**src/hw/rtl/mma_pkg.sv**
```systemverilog
// Shared types and constants of the multichannel moving-average filter.
package mma_pkg;

  localparam int unsigned DATA_W      = 12;
  localparam int unsigned CH_W        = 3;
  localparam int unsigned TDATA_W     = 16;
  localparam int unsigned TUSER_IN_W  = 3;
  localparam int unsigned TUSER_OUT_W = 4;
  localparam int unsigned CFG_IDX_W   = 1;

  localparam int unsigned WINDOW_LEN_DEF   = 20;
  localparam int unsigned NUM_CHANNELS_DEF = 5;

  localparam logic [DATA_W-1:0] LOW_FLOOR_RST = 12'd5;
  localparam logic [DATA_W-1:0] FAR_SUB_RST   = 12'd1000;

  typedef enum logic [CFG_IDX_W-1:0] {
    REG_LOW_FLOOR = 1'b0,
    REG_FAR_SUB   = 1'b1
  } cfg_reg_e;

  // Control that travels with a request down the pipeline.
  typedef struct packed {
    logic            valid;
    logic [CH_W-1:0] ch;
    logic            in_range;
    logic            full;      // window was full before this sample
  } ctl_t;

endpackage

```
**src/hw/rtl/mma_ram.sv**
```systemverilog
// Generic single-port-write, registered-read RAM (read returns old data on a collision).
module mma_ram #(
  parameter int unsigned WIDTH = 8,
  parameter int unsigned DEPTH = 16,
  localparam int unsigned ADDR_W = (DEPTH > 1) ? $clog2(DEPTH) : 1
) (
  input  logic              clk_i,
  input  logic              we_i,
  input  logic [ADDR_W-1:0] waddr_i,
  input  logic [WIDTH-1:0]  wdata_i,
  input  logic              re_i,
  input  logic [ADDR_W-1:0] raddr_i,
  output logic [WIDTH-1:0]  rdata_o
);

  logic [WIDTH-1:0] mem_q [DEPTH];
  logic [WIDTH-1:0] rdata_q;

  always_ff @(posedge clk_i) begin
    if (we_i) begin
      mem_q[waddr_i] <= wdata_i;
    end
    if (re_i) begin
      rdata_q <= mem_q[raddr_i];
    end
  end

  assign rdata_o = rdata_q;

endmodule

```
**src/hw/rtl/mma_front.sv**
```systemverilog
// Per-channel slot pointers and fill flags, slot address generation and input register.
module mma_front import mma_pkg::*; #(
  parameter int unsigned WINDOW_LEN   = WINDOW_LEN_DEF,
  parameter int unsigned NUM_CHANNELS = NUM_CHANNELS_DEF,
  localparam int unsigned ADDR_W = $clog2(NUM_CHANNELS * WINDOW_LEN)
) (
  input  logic              clk_i,
  input  logic              rst_ni,
  input  logic              en_i,        // stage 1 may load
  input  logic              in_valid_i,
  input  logic [CH_W-1:0]   in_ch_i,
  input  logic [DATA_W-1:0] in_sample_i,
  output logic              mem_we_o,
  output logic              mem_re_o,
  output logic [ADDR_W-1:0] mem_addr_o,
  output ctl_t              s1_ctl_o,
  output logic [DATA_W-1:0] s1_sample_o
);

  localparam int unsigned PTR_W  = $clog2(WINDOW_LEN);
  localparam int unsigned CIDX_W = (NUM_CHANNELS > 1) ? $clog2(NUM_CHANNELS) : 1;

  logic [PTR_W-1:0]  ptr_q [NUM_CHANNELS];
  logic              full_q [NUM_CHANNELS];
  logic [CIDX_W-1:0] ch_idx;
  logic              in_range;
  logic              accept;
  logic [PTR_W-1:0]  ptr_cur;
  logic              wrap;
  ctl_t              s1_ctl_d, s1_ctl_q;
  logic [DATA_W-1:0] s1_sample_q;

  assign ch_idx   = CIDX_W'(in_ch_i);
  assign in_range = int'(in_ch_i) < NUM_CHANNELS;
  assign accept   = in_valid_i && en_i;
  assign ptr_cur  = ptr_q[ch_idx];
  assign wrap     = (ptr_cur == PTR_W'(WINDOW_LEN - 1));

  assign mem_addr_o = ADDR_W'(ch_idx) * ADDR_W'(WINDOW_LEN) + ADDR_W'(ptr_cur);
  assign mem_we_o   = accept && in_range;
  assign mem_re_o   = accept;

  always_ff @(posedge clk_i or negedge rst_ni) begin
    if (!rst_ni) begin
      for (int c = 0; c < NUM_CHANNELS; c++) begin
        ptr_q[c]  <= '0;
        full_q[c] <= 1'b0;
      end
    end else if (accept && in_range) begin
      ptr_q[ch_idx] <= wrap ? '0 : ptr_cur + PTR_W'(1);
      if (wrap) begin
        full_q[ch_idx] <= 1'b1;
      end
    end
  end

  always_comb begin
    s1_ctl_d.valid    = in_valid_i;
    s1_ctl_d.ch       = in_ch_i;
    s1_ctl_d.in_range = in_range;
    s1_ctl_d.full     = in_range && full_q[ch_idx];
  end

  always_ff @(posedge clk_i or negedge rst_ni) begin
    if (!rst_ni) begin
      s1_ctl_q <= '0;
    end else if (en_i) begin
      s1_ctl_q <= s1_ctl_d;
    end
  end

  always_ff @(posedge clk_i) begin
    if (accept) begin
      s1_sample_q <= in_sample_i;
    end
  end

  assign s1_ctl_o    = s1_ctl_q;
  assign s1_sample_o = s1_sample_q;

endmodule

```
**src/hw/rtl/mma_sum.sv**
```systemverilog
// Per-channel running window sums, updated with the evicted sample from the slot store.
module mma_sum import mma_pkg::*; #(
  parameter int unsigned WINDOW_LEN   = WINDOW_LEN_DEF,
  parameter int unsigned NUM_CHANNELS = NUM_CHANNELS_DEF,
  localparam int unsigned SUM_W = $clog2((2 ** DATA_W - 1) * WINDOW_LEN + 1)
) (
  input  logic              clk_i,
  input  logic              rst_ni,
  input  logic              en_i,
  input  ctl_t              s1_ctl_i,
  input  logic [DATA_W-1:0] s1_sample_i,
  input  logic [DATA_W-1:0] old_sample_i,
  output ctl_t              s2_ctl_o,
  output logic [SUM_W-1:0]  s2_sum_o
);

  localparam int unsigned CIDX_W = (NUM_CHANNELS > 1) ? $clog2(NUM_CHANNELS) : 1;

  logic [SUM_W-1:0]  sum_q [NUM_CHANNELS];
  logic [CIDX_W-1:0] ch_idx;
  logic [SUM_W-1:0]  evict;
  logic [SUM_W-1:0]  sum_new;
  ctl_t              s2_ctl_q;
  logic [SUM_W-1:0]  s2_sum_q;

  assign ch_idx = CIDX_W'(s1_ctl_i.ch);
  // Slot contents only count once the window has wrapped; before that the slot is unwritten.
  assign evict   = s1_ctl_i.full ? SUM_W'(old_sample_i) : '0;
  assign sum_new = sum_q[ch_idx] + SUM_W'(s1_sample_i) - evict;

  always_ff @(posedge clk_i or negedge rst_ni) begin
    if (!rst_ni) begin
      for (int c = 0; c < NUM_CHANNELS; c++) begin
        sum_q[c] <= '0;
      end
    end else if (en_i && s1_ctl_i.valid && s1_ctl_i.in_range) begin
      sum_q[ch_idx] <= sum_new;
    end
  end

  always_ff @(posedge clk_i or negedge rst_ni) begin
    if (!rst_ni) begin
      s2_ctl_q <= '0;
    end else if (en_i) begin
      s2_ctl_q <= s1_ctl_i;
    end
  end

  always_ff @(posedge clk_i) begin
    if (en_i && s1_ctl_i.valid) begin
      s2_sum_q <= sum_new;
    end
  end

  assign s2_ctl_o = s2_ctl_q;
  assign s2_sum_o = s2_sum_q;

endmodule

```
**src/hw/rtl/mma_mean.sv**
```systemverilog
// Window mean by reciprocal multiply, floor substitution, config registers and result register.
module mma_mean import mma_pkg::*; #(
  parameter int unsigned WINDOW_LEN = WINDOW_LEN_DEF,
  localparam int unsigned SUM_W = $clog2((2 ** DATA_W - 1) * WINDOW_LEN + 1)
) (
  input  logic                 clk_i,
  input  logic                 rst_ni,
  input  logic                 en_i,
  input  ctl_t                 s2_ctl_i,
  input  logic [SUM_W-1:0]     s2_sum_i,
  input  logic                 cfg_we_i,
  input  logic [CFG_IDX_W-1:0] cfg_idx_i,
  input  logic [DATA_W-1:0]    cfg_wdata_i,
  output logic                 out_valid_o,
  output logic [CH_W-1:0]      out_ch_o,
  output logic                 out_ready_o,
  output logic [DATA_W-1:0]    out_filtered_o
);

  // floor(x / W) == (x * RECIP) >> SHIFT for every SUM_W-bit x
  localparam int unsigned LOG_W   = $clog2(WINDOW_LEN);
  localparam int unsigned SHIFT   = SUM_W + LOG_W;
  localparam int unsigned RECIP_W = SUM_W + 1;
  localparam logic [RECIP_W-1:0] RECIP = RECIP_W'(((64'd1 << SHIFT) / WINDOW_LEN) + 64'd1);
  localparam int unsigned PROD_W  = SUM_W + RECIP_W;

  logic [DATA_W-1:0] low_floor_q, far_sub_q;
  logic [PROD_W-1:0] prod;
  logic [DATA_W-1:0] mean;
  logic              ready;
  logic [DATA_W-1:0] filtered_d;
  logic              out_valid_q;
  logic [CH_W-1:0]   out_ch_q;
  logic              out_ready_q;
  logic [DATA_W-1:0] out_filtered_q;

  always_ff @(posedge clk_i or negedge rst_ni) begin
    if (!rst_ni) begin
      low_floor_q <= LOW_FLOOR_RST;
      far_sub_q   <= FAR_SUB_RST;
    end else if (cfg_we_i) begin
      if (cfg_idx_i == REG_LOW_FLOOR) begin
        low_floor_q <= cfg_wdata_i;
      end
      if (cfg_idx_i == REG_FAR_SUB) begin
        far_sub_q <= cfg_wdata_i;
      end
    end
  end

  assign prod  = PROD_W'(s2_sum_i) * PROD_W'(RECIP);
  assign mean  = prod[SHIFT +: DATA_W];
  assign ready = s2_ctl_i.in_range && s2_ctl_i.full;

  always_comb begin
    if (!ready) begin
      filtered_d = '0;
    end else if (mean < low_floor_q) begin
      filtered_d = far_sub_q;
    end else begin
      filtered_d = mean;
    end
  end

  always_ff @(posedge clk_i or negedge rst_ni) begin
    if (!rst_ni) begin
      out_valid_q <= 1'b0;
    end else if (en_i) begin
      out_valid_q <= s2_ctl_i.valid;
    end
  end

  always_ff @(posedge clk_i) begin
    if (en_i && s2_ctl_i.valid) begin
      out_ch_q       <= s2_ctl_i.ch;
      out_ready_q    <= ready;
      out_filtered_q <= filtered_d;
    end
  end

  assign out_valid_o    = out_valid_q;
  assign out_ch_o       = out_ch_q;
  assign out_ready_o    = out_ready_q;
  assign out_filtered_o = out_filtered_q;

endmodule

```
**src/hw/rtl/multichannel_moving_average.sv**
```systemverilog
// Multichannel boxcar moving-average filter: top level.
// One request per clock sustained while m_axis_tready is high; a result is offered once its
// request has passed three register stages (slot store read, running-sum update, mean and
// floor check), later only while the result register waits on m_axis_tready. Each stage
// holds one request and moves on as soon as the stage after it is free, so input requests
// keep flowing while a result waits, until the three stages are occupied. Every channel
// keeps WINDOW_LEN samples in one shared RAM (one read per request, one write per in-range
// request, old data returned on the same slot). The first WINDOW_LEN samples of a channel
// fill its window and give ready 0 with filtered 0; means start with the sample after that.
// Channel numbers at or above NUM_CHANNELS change no state and return ready 0, filtered 0.
// No clearing pass is needed after reset: a slot is written before it is ever counted.
module multichannel_moving_average import mma_pkg::*; #(
  parameter int unsigned WINDOW_LEN   = WINDOW_LEN_DEF,
  parameter int unsigned NUM_CHANNELS = NUM_CHANNELS_DEF
) (
  input  logic                   clk_i,
  input  logic                   rst_ni,
  input  logic                   s_axis_tvalid,
  output logic                   s_axis_tready,
  input  logic [TDATA_W-1:0]     s_axis_tdata,    // [11:0] distance
  input  logic [TUSER_IN_W-1:0]  s_axis_tuser,    // [2:0] channel
  output logic                   m_axis_tvalid,
  input  logic                   m_axis_tready,
  output logic [TDATA_W-1:0]     m_axis_tdata,    // [11:0] filtered
  output logic [TUSER_OUT_W-1:0] m_axis_tuser,    // [2:0] out_channel, [3] ready_res
  input  logic                   cfg_we_i,
  input  logic [CFG_IDX_W-1:0]   cfg_idx_i,
  input  logic [DATA_W-1:0]      cfg_wdata_i
);

  localparam int unsigned DEPTH  = NUM_CHANNELS * WINDOW_LEN;
  localparam int unsigned ADDR_W = $clog2(DEPTH);
  localparam int unsigned SUM_W  = $clog2((2 ** DATA_W - 1) * WINDOW_LEN + 1);

  logic              en1, en2, en_out;
  logic              mem_we, mem_re;
  logic [ADDR_W-1:0] mem_addr;
  logic [DATA_W-1:0] old_sample;
  ctl_t              s1_ctl, s2_ctl;
  logic [DATA_W-1:0] s1_sample;
  logic [SUM_W-1:0]  s2_sum;
  logic              out_valid;
  logic [CH_W-1:0]   out_ch;
  logic              out_ready;
  logic [DATA_W-1:0] out_filtered;

  // a stage loads when it is empty or its contents move on
  assign en_out = !out_valid || m_axis_tready;
  assign en2    = !s2_ctl.valid || en_out;
  assign en1    = !s1_ctl.valid || en2;

  assign s_axis_tready = en1;

  mma_front #(
    .WINDOW_LEN  (WINDOW_LEN),
    .NUM_CHANNELS(NUM_CHANNELS)
  ) u_front (
    .clk_i      (clk_i),
    .rst_ni     (rst_ni),
    .en_i       (en1),
    .in_valid_i (s_axis_tvalid),
    .in_ch_i    (s_axis_tuser[CH_W-1:0]),
    .in_sample_i(s_axis_tdata[DATA_W-1:0]),
    .mem_we_o   (mem_we),
    .mem_re_o   (mem_re),
    .mem_addr_o (mem_addr),
    .s1_ctl_o   (s1_ctl),
    .s1_sample_o(s1_sample)
  );

  mma_ram #(
    .WIDTH(DATA_W),
    .DEPTH(DEPTH)
  ) u_store (
    .clk_i  (clk_i),
    .we_i   (mem_we),
    .waddr_i(mem_addr),
    .wdata_i(s_axis_tdata[DATA_W-1:0]),
    .re_i   (mem_re),
    .raddr_i(mem_addr),
    .rdata_o(old_sample)
  );

  mma_sum #(
    .WINDOW_LEN  (WINDOW_LEN),
    .NUM_CHANNELS(NUM_CHANNELS)
  ) u_sum (
    .clk_i       (clk_i),
    .rst_ni      (rst_ni),
    .en_i        (en2),
    .s1_ctl_i    (s1_ctl),
    .s1_sample_i (s1_sample),
    .old_sample_i(old_sample),
    .s2_ctl_o    (s2_ctl),
    .s2_sum_o    (s2_sum)
  );

  mma_mean #(
    .WINDOW_LEN(WINDOW_LEN)
  ) u_mean (
    .clk_i         (clk_i),
    .rst_ni        (rst_ni),
    .en_i          (en_out),
    .s2_ctl_i      (s2_ctl),
    .s2_sum_i      (s2_sum),
    .cfg_we_i      (cfg_we_i),
    .cfg_idx_i     (cfg_idx_i),
    .cfg_wdata_i   (cfg_wdata_i),
    .out_valid_o   (out_valid),
    .out_ch_o      (out_ch),
    .out_ready_o   (out_ready),
    .out_filtered_o(out_filtered)
  );

  assign m_axis_tvalid = out_valid;
  assign m_axis_tdata  = TDATA_W'(out_filtered);
  assign m_axis_tuser  = {out_ready, out_ch};

endmodule

```
**config.mk**
```make
export PLATFORM = sky130hd
export DESIGN_NAME = multichannel_moving_average
export DESIGN_NICKNAME = d
export VERILOG_FILES = /design/src/hw/rtl/mma_pkg.sv /design/src/hw/rtl/mma_ram.sv /design/src/hw/rtl/mma_front.sv /design/src/hw/rtl/mma_sum.sv /design/src/hw/rtl/mma_mean.sv /design/src/hw/rtl/multichannel_moving_average.sv
export SDC_FILE = /design/constraint.sdc
export NUM_CORES = 2
export LEC_CHECK = 0
export ABC_AREA = 1
export BUFFER_PORTS_ARGS = -buffer_cell sky130_fd_sc_hd__buf_4
export CORE_MARGIN = 4
export CORE_UTILIZATION = 50
export CTS_CLUSTER_SIZE = 20
export DETAILED_ROUTE_END_ITERATION = 16
export GPL_TIMING_DRIVEN = 0
export PLACE_DENSITY = 0.74
export SYNTH_ARGS = -nofsm -noshare
export SYNTH_HDL_FRONTEND = slang
export SYNTH_HIERARCHICAL = 1
export SYNTH_SLANG_ARGS = --single-unit
export TNS_END_PERCENT = 30
```
**constraint.sdc**
```tcl
create_clock -name clk_i -period 18.87 [get_ports clk_i]
set_input_delay 1.887 -clock clk_i [delete_from_list [all_inputs] [get_ports clk_i]]
set_output_delay 1.887 -clock clk_i [all_outputs]
set_load 0.005 [all_outputs]
```
==> impl_summary.txt <==
----------------------------------------------------
[Timing]
  Worst clock skew ... 0.07080 ns
  Slew Limit Headroom ... -4.996%
  Setup repair after global routing missed its margin ... no
  Setup-failing EPs final ... 0
  Final critical-path share of the clock period ... approximately two fifths
  Number of hold-slack violations in the final timing report ... 0
  Maximum frequency from static timing analysis ... 0.1316 GHz
  Minimum period implied by the final worst setup slack ... roughly 7.6 ns
  Sum Neg Setup Slack ... 0 ns
  Least-Margin Pin Slew ... 1.569 ns
  Number of pins with negative max-slew slack in the final report ... 26

[Logic synthesis]
  Dominant register cell in the synthesized netlist ... edfxtp_1
  Yosys cell types ... roughly 60
  EDFF count, synth ... 1257
  Sequential fraction of the synthesis area ... 63.60%
  Post-synthesis sequential element count ... 1409
  Share of synthesized registers carrying an async set or reset ... 10.79%
  Post-synthesis instance area ... 65350 µm²
  Post-Synthesis Cells ... 6046
  Mean Syn Cell Area ... 10.81 µm²
  Synth warn ... 6

[CTS]
  CTS H-Tree Depth ... 4
  Buffer type at the clock tree root ... clkbuf_16
  Number of buffers inserted by hold repair at cts ... 0
  Number of gates resized after CTS ... 0
  TritonCTS Buffers ... 144
  Clock transition at the register clock pins on the worst setup and hold paths after CTS ... 0.05 ns
  Setup repair bufs after CTS ... 0
  Maximum buffer depth of the clock tree ... 3
  Clock insertion delay at the later pin of the skew report ... 0.82 ns
  Clock sinks ... ~1400
  TritonCTS clock tree ... built

[Status]
  Violated checks ... capacitance limit, slew limit
  Result of the run ... complete, but fails checks

[Drt]
  DR pass1 iterations ... 6
  Mean routed wirelength per cell ... 24.86 µm
  Post-detailed-route count of antenna-violating nets ... 0
  Starting DRT DRC Count ... 6869
  Wire length after detailed routing ... a little over 200 mm
  Residual DRC count ... 0
  Vias/cell ... 5.881
  Via count ... 47800

[Placed design]
  Cell Area, Placed ... 68390 µm²
  Routability Congestion ... around 1.0
  Count of input and output buffers ... 50
  Number of cells after detailed placement ... 7867
  Total half-perimeter wirelength after legalization and detailed placement ... 137.4 mm

[Floorplan]
  Initial Util ... 50.40%
  Die H ... 369.5 µm
  Core region area ... 129600 µm²
  IO Pins ... just under 60
  Die width ... 369.5 µm
  Number of core rows ... around 130
  Die Area ... 136500 µm²

[Global routing]
  Initial antenna violation count ... 3
  Remaining global-route overflow ... 0
  Number of global-route vias before repair ... 45190
  GRT Resource Usage Total ... 29.17%
  First-pass GRT wire length ... 292.0 mm
  Maximum number of pins on one net before global-route repair ... 102

[Setup path]
  Critical Setup Path Class ... register to register
  Worst setup SP type ... register
  Depth of the most critical reg-to-reg path ... 25
  Startpoint of the worst-slack reg-to-reg timing path ... u_sum/s2_sum_o[9]$_DFFE_PP_
  Setup slack of the most critical reg-to-reg path ... 11.27 ns
  End point of the critical path ... u_mean/out_filtered_o[7]$_SDFFCE_PN0P_
  CP arrival ... 8.23 ns
  Most frequent cell on the critical path ... fa_1
  Endpoint class of the critical path ... register
  Highest cell delay on the worst timing path ... roughly 0.56 ns
  CP Launch Point ... u_sum/s2_sum_o[9]$_DFFE_PP_
  Worst path slowest cell ... edfxtp_1
  Crit Path Max Fanout ... 10
  Required time of the critical path ... 19.50 ns
  End of the worst register-to-register path ... u_mean/out_filtered_o[7]$_SDFFCE_PN0P_

[Final layout]
  Count of nets after finishing ... 6576
  Proportion of layout cells with a drive suffix above 1 ... approximately a tenth
  Synthesis-to-layout area growth ... 11.56%
  Post-layout instance area ... 72900 µm²
  Final Instance Count excl. Fillers ... 8128
  Layout filler cell count ... 10700

[Worst hold path]
  Class of the tightest hold or removal check ... register to register

[Flow run]
  Max Cap Viol ... 2

----------------------------------------------------
logic make-up (layout without fill, tap and decap cells):
group	count (synthesis)	after routing	synth area share, %
adders and majority gates	264	264	6.204
AOI/OAI and AO/OA	360	360	3.261
and+or+nand+nor	3192	3192	20.89
buffers and inverters	796	1130	5.717
xor gates and xnor gates	22	22	0.2949
muxes	2	2	0.03446
other	1	7	0.005739
DFF	1409	1409	63.60
routing by layer:
metal	part of all wire, %	GRT usage [%]	vias up
met2	44	44.79	3235
met3	13	7.721	706
met4	6.7	16.34	0
li1	-	-	21010
met5	0	0	-
met1	36	37.83	22850
critical path: cells and delay by family, from the launching register on:
family	cells	cell delay (ns)
fa+ha+maj	8	3.82
simple gates	6	1.20
compound gates	5	0.97
buf+inv	5	0.58
flops	1	0.56
xor+xnor	1	0.33
area by class of cell:
cell class              instances  area [µm²]  share of cell area [%]
clock inverters                69       624.3                  0.8564
inverters                     488        1839                   2.523
diodes                          3       7.507                 0.01030
well taps                    1742        2180                   2.990
repair buffers                 80       787.0                   1.080
plain buffers                 308        1897                   2.602
multi-input cells            3844       20190                   27.69
clock buffers                 185        3820                   5.240
flip-flops and latches       1409       41560                   57.01
synth_stat cells (all sizes together), types with 19 or more instances:
cell type / n / area, µm²
clkbuf: 42 / 157.7
o211ai: 34 / 255.2
inv: 485 / 1828
o21ai: 194 / 978.4
nand4: 19 / 137.6
dfrtp: 144 / 3603
buf: 266 / 1739
nand2: 1792 / 6799
a21oi: 73 / 365.4
nor2: 339 / 1359
nand3: 1005 / 5120
ha: 164 / 2052
fa: 100 / 2002
edfxtp: 1257 / 37750
through the flow:
stage | setup WS, ns | util, % | hold WS (ns)
3_3_place_gp | 10.58 | 52.38 | 0.4339
3_5_place_dp | 11.31 | 52.75 | 0.4345
2_1_floorplan | 12.60 | - | 0.4211
4_1_cts | 11.30 | 56.18 | 0.4488
6_report | 11.27 | 56.23 | 0.4495
5_1_grt | 10.98 | 56.22 | 0.4589
how the worst min path moves through the flow:
stage,start,end,cells past startpoint,slack (ns)
2_1_floorplan,u_front/full_q[1]$_DFFE_PN0P_,u_front/full_q[1]$_DFFE_PN0P_,2,0.42
3_3_place_gp,u_front/full_q[4]$_DFFE_PN0P_,u_front/full_q[4]$_DFFE_PN0P_,2,0.43
3_5_place_dp,u_sum/s2_ctl_o[2]$_DFFE_PN0P_,u_mean/out_ch_o[0]$_DFFE_PP_,0,0.43
4_1_cts,u_front/full_q[1]$_DFFE_PN0P_,u_front/full_q[1]$_DFFE_PN0P_,2,0.45
5_1_grt,u_sum/s2_ctl_o[2]$_DFFE_PN0P_,u_mean/out_ch_o[0]$_DFFE_PP_,0,0.46
6_report,u_sum/s2_ctl_o[2]$_DFFE_PN0P_,u_mean/out_ch_o[0]$_DFFE_PP_,0,0.45
placed cells by master (no fill, tap or decap), types with 6 or more instances in the layout:
master	instances
buf_2	147
buf_4	90
clkbuf_1	79
buf_1	28
nor2_4	6
nand2_1	1773
edfxtp_1	1257
clkbuf_16	146
clkinv_1	33
o21bai_1	6
dfrtp_1	144
inv_2	22
nand2_2	14
a21oi_1	73
nand3_2	13
dfstp_2	8
nand4_1	16
xor2_1	14
xnor2_1	8
a221oi_2	9
buf_8	15
and2_1	9
fa_1	100
clkinv_2	18
o211ai_1	34
o22ai_1	12
nand3_1	990
clkinv_16	8
nor2_1	282
buf_6	63
o21ai_0	161
nor3_1	13
a21o_1	8
o21ai_1	31
ha_1	164
nor2_2	50
inv_1	461
sequential cells by signal, summed over array words and instances, names as in the netlist:
signal                 flops
u_front/full_q             5
u_front/ptr_q             25
u_front/s1_ctl_o           6
u_front/s1_sample_o       12
u_mean/far_sub_q          12
u_mean/low_floor_q        12
u_mean/out_ch_o            3
u_mean/out_filtered_o     12
u_mean/out_ready_o         1
u_mean/out_valid_o         1
u_store/mem_q           1200
u_store/rdata_o           12
u_sum/s2_ctl_o             6
u_sum/s2_sum_o            17
u_sum/sum_q               85
Power is not shown: default switching activity piles up to over one toggle a cycle in this logic, so the estimate is an artifact.
